--- config.mk ---
export PLATFORM = sky130hd
export DESIGN_NAME = ssh_wire_field_parser_top
export DESIGN_NICKNAME = d
export VERILOG_FILES = /design/src/design/swfp_pkg.sv /design/src/design/swfp_front.sv /design/src/design/swfp_back.sv /design/src/design/ssh_wire_field_parser_top.sv
export SDC_FILE = /design/constraint.sdc
export NUM_CORES = 1
export LEC_CHECK = 0
export BUFFER_PORTS_ARGS = -buffer_cell sky130_fd_sc_hd__buf_2
export CAP_MARGIN = 10
export CORE_AREA = 8 8 202 204
export CTS_BUF_LIST = sky130_fd_sc_hd__clkbuf_8
export DETAILED_ROUTE_END_ITERATION = 8
export DIE_AREA = 0 0 210 212
export GPL_TIMING_DRIVEN = 0
export PLACE_DENSITY_LB_ADDON = 0.12
export REMOVE_ABC_BUFFERS = 1
export SKIP_LAST_GASP = 1
export SLEW_MARGIN = 20
export SYNTH_ARGS = -nofsm -noshare
export SYNTH_HDL_FRONTEND = slang
export SYNTH_SLANG_ARGS = --single-unit
--- constraint.sdc ---
create_clock -name clk -period 10.6 [get_ports clk]
set_clock_uncertainty 0.15 [all_clocks]
set_input_delay 2.12 -clock clk [delete_from_list [all_inputs] [get_ports clk]]
set_output_delay 2.12 -clock clk [all_outputs]
set_load 0.005 [all_outputs]
--- src/design/swfp_pkg.sv ---
// shared types and constants of the ssh wire field parser
`timescale 1ns / 1ps

package swfp_pkg;

    localparam int POS_BITS = 16;
    localparam int CQ_DEPTH = 4;
    localparam int CQ_AW = $clog2(CQ_DEPTH);
    localparam logic [7:0] COMMA_BYTE = 8'h2c;

    localparam logic [1:0] ACT_BEGIN = 2'd0;
    localparam logic [1:0] ACT_BYTE = 2'd1;
    localparam logic [1:0] ACT_END = 2'd2;

    localparam logic [1:0] KIND_BOOL = 2'd0;
    localparam logic [1:0] KIND_LIST = 2'd3;

    localparam logic [2:0] EV_NONE = 3'd0;
    localparam logic [2:0] EV_BOOL = 3'd1;
    localparam logic [2:0] EV_DATA = 3'd2;
    localparam logic [2:0] EV_NAME = 3'd3;
    localparam logic [2:0] EV_DONE = 3'd4;
    localparam logic [2:0] EV_ERROR = 3'd5;

    localparam logic [2:0] ERR_NONE = 3'd0;
    localparam logic [2:0] ERR_TRUNC = 3'd1;
    localparam logic [2:0] ERR_EMPTY = 3'd2;
    localparam logic [2:0] ERR_TRAIL = 3'd3;
    localparam logic [2:0] ERR_MISUSE = 3'd4;

    typedef enum logic [2:0] {
        PH_IDLE,
        PH_HEADER,
        PH_PAYLOAD,
        PH_LIST,
        PH_BOOL
    } phase_t;

    typedef enum logic [1:0] {
        CMD_BEGIN,
        CMD_BYTE,
        CMD_END,
        CMD_NOP
    } cmd_op_t;

    typedef struct packed {
        logic [1:0] action;
        logic [1:0] field_kind;
        logic [7:0] data_byte;
    } request_t;

    typedef struct packed {
        logic [2:0]  event_res;
        logic        bool_value;
        logic [15:0] data_start;
        logic [31:0] data_length;
        logic [2:0]  error_code;
    } result_t;

    typedef struct packed {
        cmd_op_t    op;
        logic [1:0] kind;
        logic [7:0] data;
        logic       is_comma;
        logic       nonzero;
    } cmd_t;

endpackage

--- src/design/swfp_front.sv ---
// front end: request decode and command queue
`timescale 1ns / 1ps

module swfp_front
    import swfp_pkg::*;
(
    input  logic     clk,
    input  logic     rst_n,
    input  logic     push,
    output logic     full,
    input  request_t request,
    output logic     cmd_valid,
    output cmd_t     cmd,
    input  logic     cmd_take
);

    cmd_t             cq_mem [CQ_DEPTH];
    logic [CQ_AW-1:0] wr_ptr_reg, wr_ptr_next;
    logic [CQ_AW-1:0] rd_ptr_reg, rd_ptr_next;
    logic [CQ_AW:0]   count_reg, count_next;
    cmd_t             decoded;
    logic             do_push;
    logic             do_pop;

    always_comb
    begin
        decoded.kind = request.field_kind;
        decoded.data = request.data_byte;
        decoded.is_comma = (request.data_byte == COMMA_BYTE);
        decoded.nonzero = (request.data_byte != 8'd0);
        unique case (request.action)
            ACT_BEGIN: decoded.op = CMD_BEGIN;
            ACT_BYTE:  decoded.op = CMD_BYTE;
            ACT_END:   decoded.op = CMD_END;
            default:   decoded.op = CMD_NOP;
        endcase
    end

    assign full = (count_reg == (CQ_AW + 1)'(CQ_DEPTH));
    assign cmd_valid = (count_reg != '0);
    assign cmd = cq_mem[rd_ptr_reg];
    assign do_push = push && !full;
    assign do_pop = cmd_take && cmd_valid;

    always_comb
    begin
        wr_ptr_next = wr_ptr_reg + (do_push ? 1'b1 : 1'b0);
        rd_ptr_next = rd_ptr_reg + (do_pop ? 1'b1 : 1'b0);
        count_next = count_reg;
        if (do_push && !do_pop)
        begin
            count_next = count_reg + 1'b1;
        end
        else if (do_pop && !do_push)
        begin
            count_next = count_reg - 1'b1;
        end
    end

    always_ff @(posedge clk or negedge rst_n)
    begin
        if (!rst_n)
        begin
            wr_ptr_reg <= '0;
            rd_ptr_reg <= '0;
            count_reg <= '0;
        end
        else
        begin
            wr_ptr_reg <= wr_ptr_next;
            rd_ptr_reg <= rd_ptr_next;
            count_reg <= count_next;
        end
    end

    always_ff @(posedge clk)
    begin
        if (do_push)
        begin
            cq_mem[wr_ptr_reg] <= decoded;
        end
    end

endmodule

--- src/design/swfp_back.sv ---
// back end: field parser state machine and result queue
`timescale 1ns / 1ps

module swfp_back
    import swfp_pkg::*;
(
    input  logic    clk,
    input  logic    rst_n,
    input  logic    cmd_valid,
    input  cmd_t    cmd,
    output logic    cmd_take,
    output logic    empty,
    input  logic    pop,
    output result_t result
);

    phase_t              phase_reg, phase_next;
    logic [1:0]          kind_reg, kind_next;
    logic [31:0]         hbytes_reg, hbytes_next;
    logic [2:0]          hcount_reg, hcount_next;
    logic [31:0]         left_reg, left_next;
    logic [POS_BITS-1:0] pos_reg, pos_next;
    logic [POS_BITS-1:0] fbegin_reg, fbegin_next;
    logic [POS_BITS-1:0] nbegin_reg, nbegin_next;

    logic [POS_BITS-1:0] pos_inc;
    logic [31:0]         hb_shift;
    logic [2:0]          hc_inc;
    logic [31:0]         left_dec;
    logic                left_zero;
    logic                name_empty;
    result_t             res;

    result_t             oq_mem [2];
    logic                oq_wr_reg, oq_rd_reg;
    logic [1:0]          oq_count_reg, oq_count_next;
    logic                oq_push;
    logic                oq_pop;

    assign pos_inc = pos_reg + 1'b1;
    assign hb_shift = {hbytes_reg[23:0], cmd.data};
    assign hc_inc = hcount_reg + 1'b1;
    assign left_dec = left_reg - 1'b1;
    assign left_zero = (left_dec == 32'd0);
    assign name_empty = (nbegin_reg == pos_reg);

    // state update
    always_comb
    begin
        phase_next = phase_reg;
        kind_next = kind_reg;
        hbytes_next = hbytes_reg;
        hcount_next = hcount_reg;
        left_next = left_reg;
        pos_next = pos_reg;
        fbegin_next = fbegin_reg;
        nbegin_next = nbegin_reg;
        unique case (cmd.op)
            CMD_BEGIN:
            begin
                if (phase_reg != PH_IDLE)
                begin
                    phase_next = PH_IDLE;
                end
                else
                begin
                    kind_next = cmd.kind;
                    hbytes_next = '0;
                    hcount_next = '0;
                    left_next = '0;
                    phase_next = (cmd.kind == KIND_BOOL) ? PH_BOOL : PH_HEADER;
                end
            end
            CMD_BYTE:
            begin
                pos_next = pos_inc;
                unique case (phase_reg)
                    PH_BOOL:
                    begin
                        phase_next = PH_IDLE;
                    end
                    PH_HEADER:
                    begin
                        hbytes_next = hb_shift;
                        hcount_next = hc_inc;
                        if (hc_inc >= 3'd4)
                        begin
                            fbegin_next = pos_inc;
                            nbegin_next = pos_inc;
                            left_next = hb_shift;
                            if (hb_shift == 32'd0)
                            begin
                                phase_next = PH_IDLE;
                            end
                            else if (kind_reg == KIND_LIST)
                            begin
                                phase_next = PH_LIST;
                            end
                            else
                            begin
                                phase_next = PH_PAYLOAD;
                            end
                        end
                    end
                    PH_PAYLOAD:
                    begin
                        left_next = left_dec;
                        if (left_zero)
                        begin
                            phase_next = PH_IDLE;
                        end
                    end
                    PH_LIST:
                    begin
                        left_next = left_dec;
                        if (cmd.is_comma)
                        begin
                            if (name_empty || left_zero)
                            begin
                                phase_next = PH_IDLE;
                            end
                            else
                            begin
                                nbegin_next = pos_inc;
                            end
                        end
                        else if (left_zero)
                        begin
                            phase_next = PH_IDLE;
                        end
                    end
                    default:
                    begin
                        phase_next = PH_IDLE;
                    end
                endcase
            end
            CMD_END:
            begin
                pos_next = '0;
                phase_next = PH_IDLE;
            end
            default:
            begin
            end
        endcase
    end

    // result of the current command
    always_comb
    begin
        res = '0;
        unique case (cmd.op)
            CMD_BEGIN:
            begin
                if (phase_reg != PH_IDLE)
                begin
                    res.event_res = EV_ERROR;
                    res.error_code = ERR_MISUSE;
                end
            end
            CMD_BYTE:
            begin
                unique case (phase_reg)
                    PH_BOOL:
                    begin
                        res.event_res = EV_BOOL;
                        res.bool_value = cmd.nonzero;
                    end
                    PH_HEADER:
                    begin
                        if (hc_inc >= 3'd4 && hb_shift == 32'd0)
                        begin
                            res.event_res = (kind_reg == KIND_LIST) ? EV_DONE : EV_DATA;
                            res.data_start = 16'(pos_inc);
                        end
                    end
                    PH_PAYLOAD:
                    begin
                        if (left_zero)
                        begin
                            res.event_res = EV_DATA;
                            res.data_start = 16'(fbegin_reg);
                            res.data_length = hbytes_reg;
                        end
                    end
                    PH_LIST:
                    begin
                        if (cmd.is_comma)
                        begin
                            if (name_empty)
                            begin
                                res.event_res = EV_ERROR;
                                res.error_code = ERR_EMPTY;
                            end
                            else if (left_zero)
                            begin
                                res.event_res = EV_ERROR;
                                res.error_code = ERR_TRAIL;
                            end
                            else
                            begin
                                res.event_res = EV_NAME;
                                res.data_start = 16'(nbegin_reg);
                                res.data_length = 32'(POS_BITS'(pos_reg - nbegin_reg));
                            end
                        end
                        else if (left_zero)
                        begin
                            res.event_res = EV_DONE;
                            res.data_start = 16'(nbegin_reg);
                            res.data_length = 32'(POS_BITS'(pos_inc - nbegin_reg));
                        end
                    end
                    default:
                    begin
                        res.event_res = EV_ERROR;
                        res.error_code = ERR_MISUSE;
                    end
                endcase
            end
            CMD_END:
            begin
                if (phase_reg != PH_IDLE)
                begin
                    res.event_res = EV_ERROR;
                    res.error_code = ERR_TRUNC;
                end
            end
            default:
            begin
            end
        endcase
    end

    // result queue, two entries
    assign empty = (oq_count_reg == 2'd0);
    assign result = oq_mem[oq_rd_reg];
    assign oq_pop = pop && !empty;
    assign cmd_take = cmd_valid && ((oq_count_reg != 2'd2) || oq_pop);
    assign oq_push = cmd_take;

    always_comb
    begin
        oq_count_next = oq_count_reg;
        if (oq_push && !oq_pop)
        begin
            oq_count_next = oq_count_reg + 1'b1;
        end
        else if (oq_pop && !oq_push)
        begin
            oq_count_next = oq_count_reg - 1'b1;
        end
    end

    always_ff @(posedge clk or negedge rst_n)
    begin
        if (!rst_n)
        begin
            phase_reg <= PH_IDLE;
            kind_reg <= '0;
            hbytes_reg <= '0;
            hcount_reg <= '0;
            left_reg <= '0;
            pos_reg <= '0;
            fbegin_reg <= '0;
            nbegin_reg <= '0;
            oq_wr_reg <= 1'b0;
            oq_rd_reg <= 1'b0;
            oq_count_reg <= '0;
        end
        else
        begin
            if (cmd_take)
            begin
                phase_reg <= phase_next;
                kind_reg <= kind_next;
                hbytes_reg <= hbytes_next;
                hcount_reg <= hcount_next;
                left_reg <= left_next;
                pos_reg <= pos_next;
                fbegin_reg <= fbegin_next;
                nbegin_reg <= nbegin_next;
            end
            if (oq_push)
            begin
                oq_wr_reg <= ~oq_wr_reg;
            end
            if (oq_pop)
            begin
                oq_rd_reg <= ~oq_rd_reg;
            end
            oq_count_reg <= oq_count_next;
        end
    end

    always_ff @(posedge clk)
    begin
        if (oq_push)
        begin
            oq_mem[oq_wr_reg] <= res;
        end
    end

endmodule

--- src/design/ssh_wire_field_parser_top.sv ---
// top level of the ssh wire field parser
// usage:
//   input side is a queue: drive request and push; a request is taken on a
//   clock edge with push high and full low. each request is a begin of a
//   field (with its kind), one buffer byte, an end of buffer, or a no-op.
//   result side is a queue: while empty is low the oldest result sits on
//   result; it is taken on a clock edge with pop high and empty low.
//   every request yields exactly one result, in request order; most carry
//   event none, the rest report a boolean, a string or mpint, a name, the
//   end of a list or an error.
//   a request is registered into the command queue, and its result is
//   registered into the result queue when the parser takes the command;
//   the result can be popped once it sits on the result port.
//   throughput: one request per cycle while the result queue has room or is
//   being popped, set by the parser step that updates the length counter and position per byte.
//   a four-entry command queue feeds the parser, a two-entry result queue
//   follows it; when pop is held low the result queue fills, the parser
//   stops, and full rises once the command queue holds four requests.
//   reset clears both queues and puts the parser idle at buffer offset zero.
`timescale 1ns / 1ps

module ssh_wire_field_parser_top
    import swfp_pkg::*;
(
    input  logic     clk,
    input  logic     rst_n,
    input  logic     push,
    output logic     full,
    input  request_t request,
    output logic     empty,
    input  logic     pop,
    output result_t  result
);

    logic cmd_valid;
    cmd_t cmd;
    logic cmd_take;

    swfp_front u_front (
        .clk       (clk),
        .rst_n     (rst_n),
        .push      (push),
        .full      (full),
        .request   (request),
        .cmd_valid (cmd_valid),
        .cmd       (cmd),
        .cmd_take  (cmd_take)
    );

    swfp_back u_back (
        .clk       (clk),
        .rst_n     (rst_n),
        .cmd_valid (cmd_valid),
        .cmd       (cmd),
        .cmd_take  (cmd_take),
        .empty     (empty),
        .pop       (pop),
        .result    (result)
    );

endmodule
==> results.toml, run 1 <==
[outcome]
status = "finished, final reports clean"

[timing]
maxSlewHeadroom_pct = 23.69
final-setup-viol-count = 0
finalHoldViolCount = 0
drv_slew = 0
max_freq_mhz = 211.1
fin_crit_ns = 4.737
tightest_slew_ns = 1.140
rsz0062_at_grt = "false"
fin_crit_sh_pct = 44.69
fin_setup_tns_ns = 0

[global_routing]
top_usage_layer = "met2"
grt_pass1_vias = 10920
grt_first_pass_wirelength_um = 61510
grt_usage_pct = 17.38
grt_util_met1_pct = 23.32
grt_use_met2_pct = 28.04
grtUsageMet3_pct = 3.892
grt_max_degree = 89
grt-ovfl-total = 0
antenna_found_initial = 0

[cells_and_area]
seqCellArea_um2 = 8267
antenna_cells = 0
reg_top3 = "u_back.oq_mem: 110 flops, u_front.cq_mem: 56 flops"
largest_reg_flops = 110
fillers = 3605
drive_above_1_share_pct = 19.11
area_delta_synth_final_pct = 14.32
largest_register = "u_back.oq_mem"
multi_input_area_um2 = 6633
finalNetCount = 1477
final_cell_area_um2 = 17460

[route]
routed_wl_um = 38410
antenna_left = 0
vias_per_cell = 5.534
drt_iter0_drc = 622
drc = 0
vias = 10950
firstDrtPassIters = 5
wl_per_cell_um = 19.42

[synth]
synth.avg_cell_area_um2 = 11.35
yosys_register_bits = 297
yosysTopAreaCellShare_pct = 32.64
synth_warnings = 0
syn_area_um2 = 15270
synth_flop_cell = "edfxtp_1"
async_flop_share_pct = 44.11
yosys.area.top_type = "edfxtp_1"
ys_types = 75
synth_edf_count = 166
netlist_instances = 1345
yosysSeqAreaShare_pct = 54.11
synth_area_leaders = "edfxtp_1 (33%), dfrtp_1 (21%), mux2_2 (4.6%)"

[power]
seq_power_share_pct = 36.9
power_switching_w = 0.002103
power.density_nw_per_um2 = 301.3
power_leakage_nw = 7.178
total_power_w = 0.005260
peakVddDrop_uv = 140.0
swShare_pct = 39.98
power.share.clock_pct = 20.7
intPower_w = 0.003157
p_comb_share_pct = 42.4

[worst_setup_path]
crit_path_start_kind = "flip-flop"
path_common_cell = "inv_1"
critPathSlowestCell = "dfrtp_1"
cp_slowest_stage_delay_ns = 0.95
critical_path_class = "reg -> reg"
critPathArrivalTime_ns = 5.08
cp_max_fo = 18
crit_chain = "mux4_2 > inv_1 > ha_1 > nand2_1 > or4_1 > nor2_2 > inv_1 > o31ai_4 > buf_6 > mux2_1"
critPathCaptureType = "flip-flop"
cp.required_ns = 10.94

[clock_network]
clock_latency_ns = 0.64
max-clock-path-buffers = 3
post_cts_buffers = 0
numCtsBuffers = 53
cts_tree = "done"
cts-resized-gates = 0
clk_pin_slew_ns = 0.06
cts_sinks = 297
htreeDepth = 2
root_buffer = "clkbuf_8"
holdBufCountCts = 0

[die]
core_um2 = 37930
rows = 72
io_pins = 73
die_h_um = 212
die-area_um2 = 44520
die_w_um = 210
start_util_pct = 40.26

[placement]
portBuffers = 72
hpwlAfterDp_um = 27120
placed_area_um2 = 16340
globalplace.congestion = 0.8632

[min_path]
min_path_type = "reg -> reg"

[job]
drv_cap = 0
## synthesized netlist by cell type, drive strengths merged (12+ instances only)
library cell,n
a21oi,82
a221o,17
a22o,34
and2,20
and3,23
clkbuf,61
dfrtp,131
edfxtp,166
ha,42
inv,42
mux2,65
mux2i,20
mux4,14
nand2,75
nand2b,13
nand3,25
nor2,112
nor2b,12
nor3,37
nor4,33
o21ai,111
o31ai,14
or3,15
xnor2,23
xor2,25
## area by class of cell
class / count / area share [%]
multi-input combinational: 934 / 37.99
clock inverter: 42 / 1.749
sequential: 297 / 47.35
timing repair buffer: 88 / 3.798
tap: 518 / 3.712
clock buffer: 57 / 4.494
inverter: 42 / 0.9030
## worst paths after layout
path,from,end,slack [ns],depth (start not counted)
min in group asynchronous,rst_n,u_back.left_reg[5]$_DFFE_PN0P_,1.23,1
worst max-delay path,u_front.rd_ptr_reg[0]$_DFF_PN0_,u_back.nbegin_reg[0]$_DFFE_PN0P_,5.86,10
worst max register to register,u_front.rd_ptr_reg[0]$_DFF_PN0_,u_back.nbegin_reg[0]$_DFFE_PN0P_,5.86,10
worst min register to register,u_back.fbegin_reg[1]$_DFFE_PN0P_,u_back.fbegin_reg[1]$_DFFE_PN0P_,0.33,2
max in group asynchronous,rst_n,u_back.oq_rd_reg$_DFFE_PN0P_,8.25,2
worst min-delay path,u_back.fbegin_reg[1]$_DFFE_PN0P_,u_back.fbegin_reg[1]$_DFFE_PN0P_,0.33,2
## cell families (layout without fill, tap and decap cells)
kind of cell	Yosys count	after routing	synth area share [%]
flip-flops	297	297	54.11
XOR/XNOR	48	48	2.753
AND/OR/NAND/NOR	416	416	14.35
multiplexers	99	99	8.169
adder cells (fa/ha/maj)	45	45	3.834
buffers and inverters	114	229	2.982
AO/OA/AOI/OAI	326	326	13.80
## worst max-delay path, delay by kind of cell (launching register included)
family	cells	cell delay, ns
compound gates	1	0.20
fa+ha+maj	1	0.56
buf+inv	3	0.63
flops	1	0.95
mux	2	0.98
simple gates	3	1.14
## power by group through the flow
| stage | Clock (W) | Combinational [W] | Sequential [W] |
|---|---|---|---|
| 2_1_floorplan | 0 | 0.00145 | 0.00190 |
| 3_3_place_gp | 0 | 0.00209 | 0.00202 |
| 3_5_place_dp | 0 | 0.00225 | 0.00196 |
| 4_1_cts | 0.00112 | 0.00226 | 0.00194 |
| 5_1_grt | 0.00118 | 0.00247 | 0.00199 |
| 6_report | 0.00109 | 0.00223 | 0.00194 |
## layer usage
metal,wire length [µm],up-vias
met5,0,-
met4,817,0
met3,1877,68
met2,17930,241
met1,17790,5434
li1,-,5203
## per-stage QoR
stage / setup WS (ns) / utilization (%) / std cells / hold WS, ns
final: 5.863 / 46.03 / 1978 / 0.3323
after CTS: 5.580 / 45.96 / 1977 / 0.3349
after detailed placement: 5.597 / 43.09 / 1878 / 0.3219
after global placement: 3.133 / 42.14 / 1863 / 0.3146
after floorplan: 5.242 / - / 1273 / 0.3012
after global routing: 5.475 / 46.03 / 1978 / 0.3728
## layout by cell type (no fill, tap or decap), drive strengths merged, types with 17 or more instances in the layout
master and instances:
mux2 65, buf 88, o21ai 111, edfxtp 166, xnor2 23, a22o 34, xor2 25, nor3 37
nor2 112, nor4 33, clkinv 19, ha 42, clkbuf 57, mux2i 20, and2 20, inv 58
dfrtp 131, nand2 75, a221o 17, a21oi 82, nand3 25, and3 23
Note: power is estimated with default switching activity, not from simulation.
==> run 2, diff against run 1 <==
==> constraint.sdc (replaced) <==
create_clock -name clk -period 4.6 [get_ports clk]
set_clock_uncertainty 0.15 [all_clocks]
set_input_delay 0.92 -clock clk [delete_from_list [all_inputs] [get_ports clk]]
set_output_delay 0.92 -clock clk [all_outputs]
set_load 0.005 [all_outputs]
==> results.toml, run 2 (same netlist as run 1, synthesis figures left out) <==
[outcome]
status = "finished, final reports clean"

[power]
power.density_nw_per_um2 = 692.0
power_leakage_nw = 7.197
peakVddDrop_uv = 321.9

[worst_setup_path]
critPathSlowestCell = "or4_1"
worst-r2r-setup-slack_ns = 0.32
crit_chain = "nor3_1 > nand3_1 > nor4_1 > xor2_1 > or4_1 > nor2_4 > buf_16 > a221o_1"
critPathArrivalTime_ns = 4.47
reg2reg_from = "u_back.left_reg[19]$_DFFE_PN0P_"
cp_slowest_stage_delay_ns = 0.80
cp_max_fo = 21
critical_path_class = "reg -> reg"
r2r.worst_path.cells = 8
critPathCaptureType = "flip-flop"
crit_path_start_kind = "flip-flop"
cp.required_ns = 4.78
r2r-end = "u_back.oq_mem[1][12]$_DFFE_PP_"

[timing]
fin_ws_ns = 0.3157
drv_slew = 0
max_freq_mhz = 233.4
rsz0062_at_grt = "false"
fin_crit_sh_pct = 93.14
tightest_slew_ns = 1.146
finalHoldViolCount = 0
maxSlewHeadroom_pct = 23.32
hold-worst-slack_ns = 0.3334
fin_setup_tns_ns = 0
final-setup-viol-count = 0
fin_crit_ns = 4.284

[min_path]
hold_path.startpoint = "u_back.fbegin_reg[1]$_DFFE_PN0P_"
min_path_type = "reg -> reg"
hold_depth = 2
min_to = "u_back.fbegin_reg[1]$_DFFE_PN0P_"

[cells_and_area]
layout_common_cells = "edfxtp_1 (166), dfrtp_1 (129), o21ai_0 (109), nor2_1 (104), a21oi_1 (82)"
largest_register = "u_back.oq_mem"
finalNetCount = 1480
final_common_cell = "edfxtp_1"
antenna_cells = 0
reg_top3 = "u_back.oq_mem: 110 flops, u_front.cq_mem: 56 flops"
largest_reg_flops = 110
utilization_pct = 46.20
area_delta_synth_final_pct = 14.74
fin_cells = 1981
drive_above_1_share_pct = 19.55

[clock_network]
clock_latency_ns = 0.63
cts_sinks = 297
root_buffer = "clkbuf_8"
htreeDepth = 2
cts_tree = "done"
max-clock-path-buffers = 3
clk_pin_slew_ns = 0.06
numCtsBuffers = 53

[die]
core_um2 = 37930
die_w_um = 210
die_h_um = 212
die-area_um2 = 44520
start_util_pct = 40.26
rows = 72
io_pins = 73

[placement]
portBuffers = 72
hpwlAfterDp_um = 27120
globalplace.congestion = 0.8632
placedCellCount = 1878
post-place-ws_ns = -0.4033

[job]
drv_cap = 0

[global_routing]
grt-ovfl-total = 0
grt_max_degree = 89
grt_pass1_vias = 10920
grt_usage_pct = 17.38
grt_first_pass_wirelength_um = 61510
antenna_found_initial = 0

[route]
wl_per_cell_um = 19.43
vias_per_cell = 5.524
drt_iter0_drc = 576
vias = 10940
routed.top_layer = "met4"
firstDrtPassIters = 5
dr_wl_met3_um = 1894
routed_wl_um = 38480
met1_length_um = 17840
antenna_left = 0
drc = 0
wl_met2_um = 17970
-- run 2: worst max path at each step --
stage / cells after the start / slack (ns) / start / endpoint
floorplan: 7 / -0.15 / u_front.rd_ptr_reg[0]$_DFF_PN0_ / u_back.hcount_reg[0]$_DFFE_PN0P_
global placement: 7 / -1.87 / u_front.rd_ptr_reg[0]$_DFF_PN0_ / u_back.hcount_reg[0]$_DFFE_PN0P_
detailed placement: 7 / -0.40 / u_front.rd_ptr_reg[0]$_DFF_PN0_ / u_back.oq_mem[1][48]$_DFFE_PP_
CTS: 11 / 0.04 / u_back.left_reg[0]$_DFFE_PN0P_ / u_back.oq_mem[1][12]$_DFFE_PP_
global route: 8 / 0.08 / u_back.left_reg[2]$_DFFE_PN0P_ / u_back.oq_mem[1][12]$_DFFE_PP_
finish: 8 / 0.32 / u_back.left_reg[19]$_DFFE_PN0P_ / u_back.oq_mem[1][12]$_DFFE_PP_
-- run 2: repair_timing --
item | CTS | global route
setup endpoints to repair | 110 | 70
buffers inserted | 0 | 2
gates resized for setup | 3 | 3
hold buffers | 1 | 0
endpoints found under the hold margin | 3 | 0
pin swaps | 0 | 2
-- run 2: stage by stage --
step	area, µm²	power, W
5_1_grt	17520	0.01300
4_1_cts	17450	0.01228
2_1_floorplan	14970	0.007700
3_3_place_gp	15980	0.009480
3_5_place_dp	16340	0.009696
6_report	17520	0.01213
-- run 2: worst max-delay path: cells and delay by family, from the launching register on --
family                 cells  cell delay (ns)
AO/OA/AOI/OAI              1             0.41
flip-flops                 1             0.41
XOR/XNOR                   1             0.54
buffers and inverters      1             0.20
AND/OR/NAND/NOR            5             2.26
-- run 2: layout make-up --
cell class,count,area (µm²)
fillers,3596,20400
multi-input cells,934,6645
clock buffers,57,784.5
inverters,42,157.7
clock inverters,42,305.3
flip-flops and latches,297,8268
well taps,518,648.1
repair buffers,91,713.2
-- run 2: metal layers --
layer	global-route usage [%]	up-vias
li1	-	5214
met1	23.32	5432
met2	28.04	231
met3	3.892	66
met4	5.079	0
met5	0	-
-- run 2: where the power goes --
| part | total [W] | internal, W | switching (W) |
|---|---|---|---|
| clock network | 0.00251 | 0.00142 | 0.00109 |
| logic | 0.00515 | 0.00201 | 0.00313 |
| registers | 0.00447 | 0.00384 | 0.000626 |
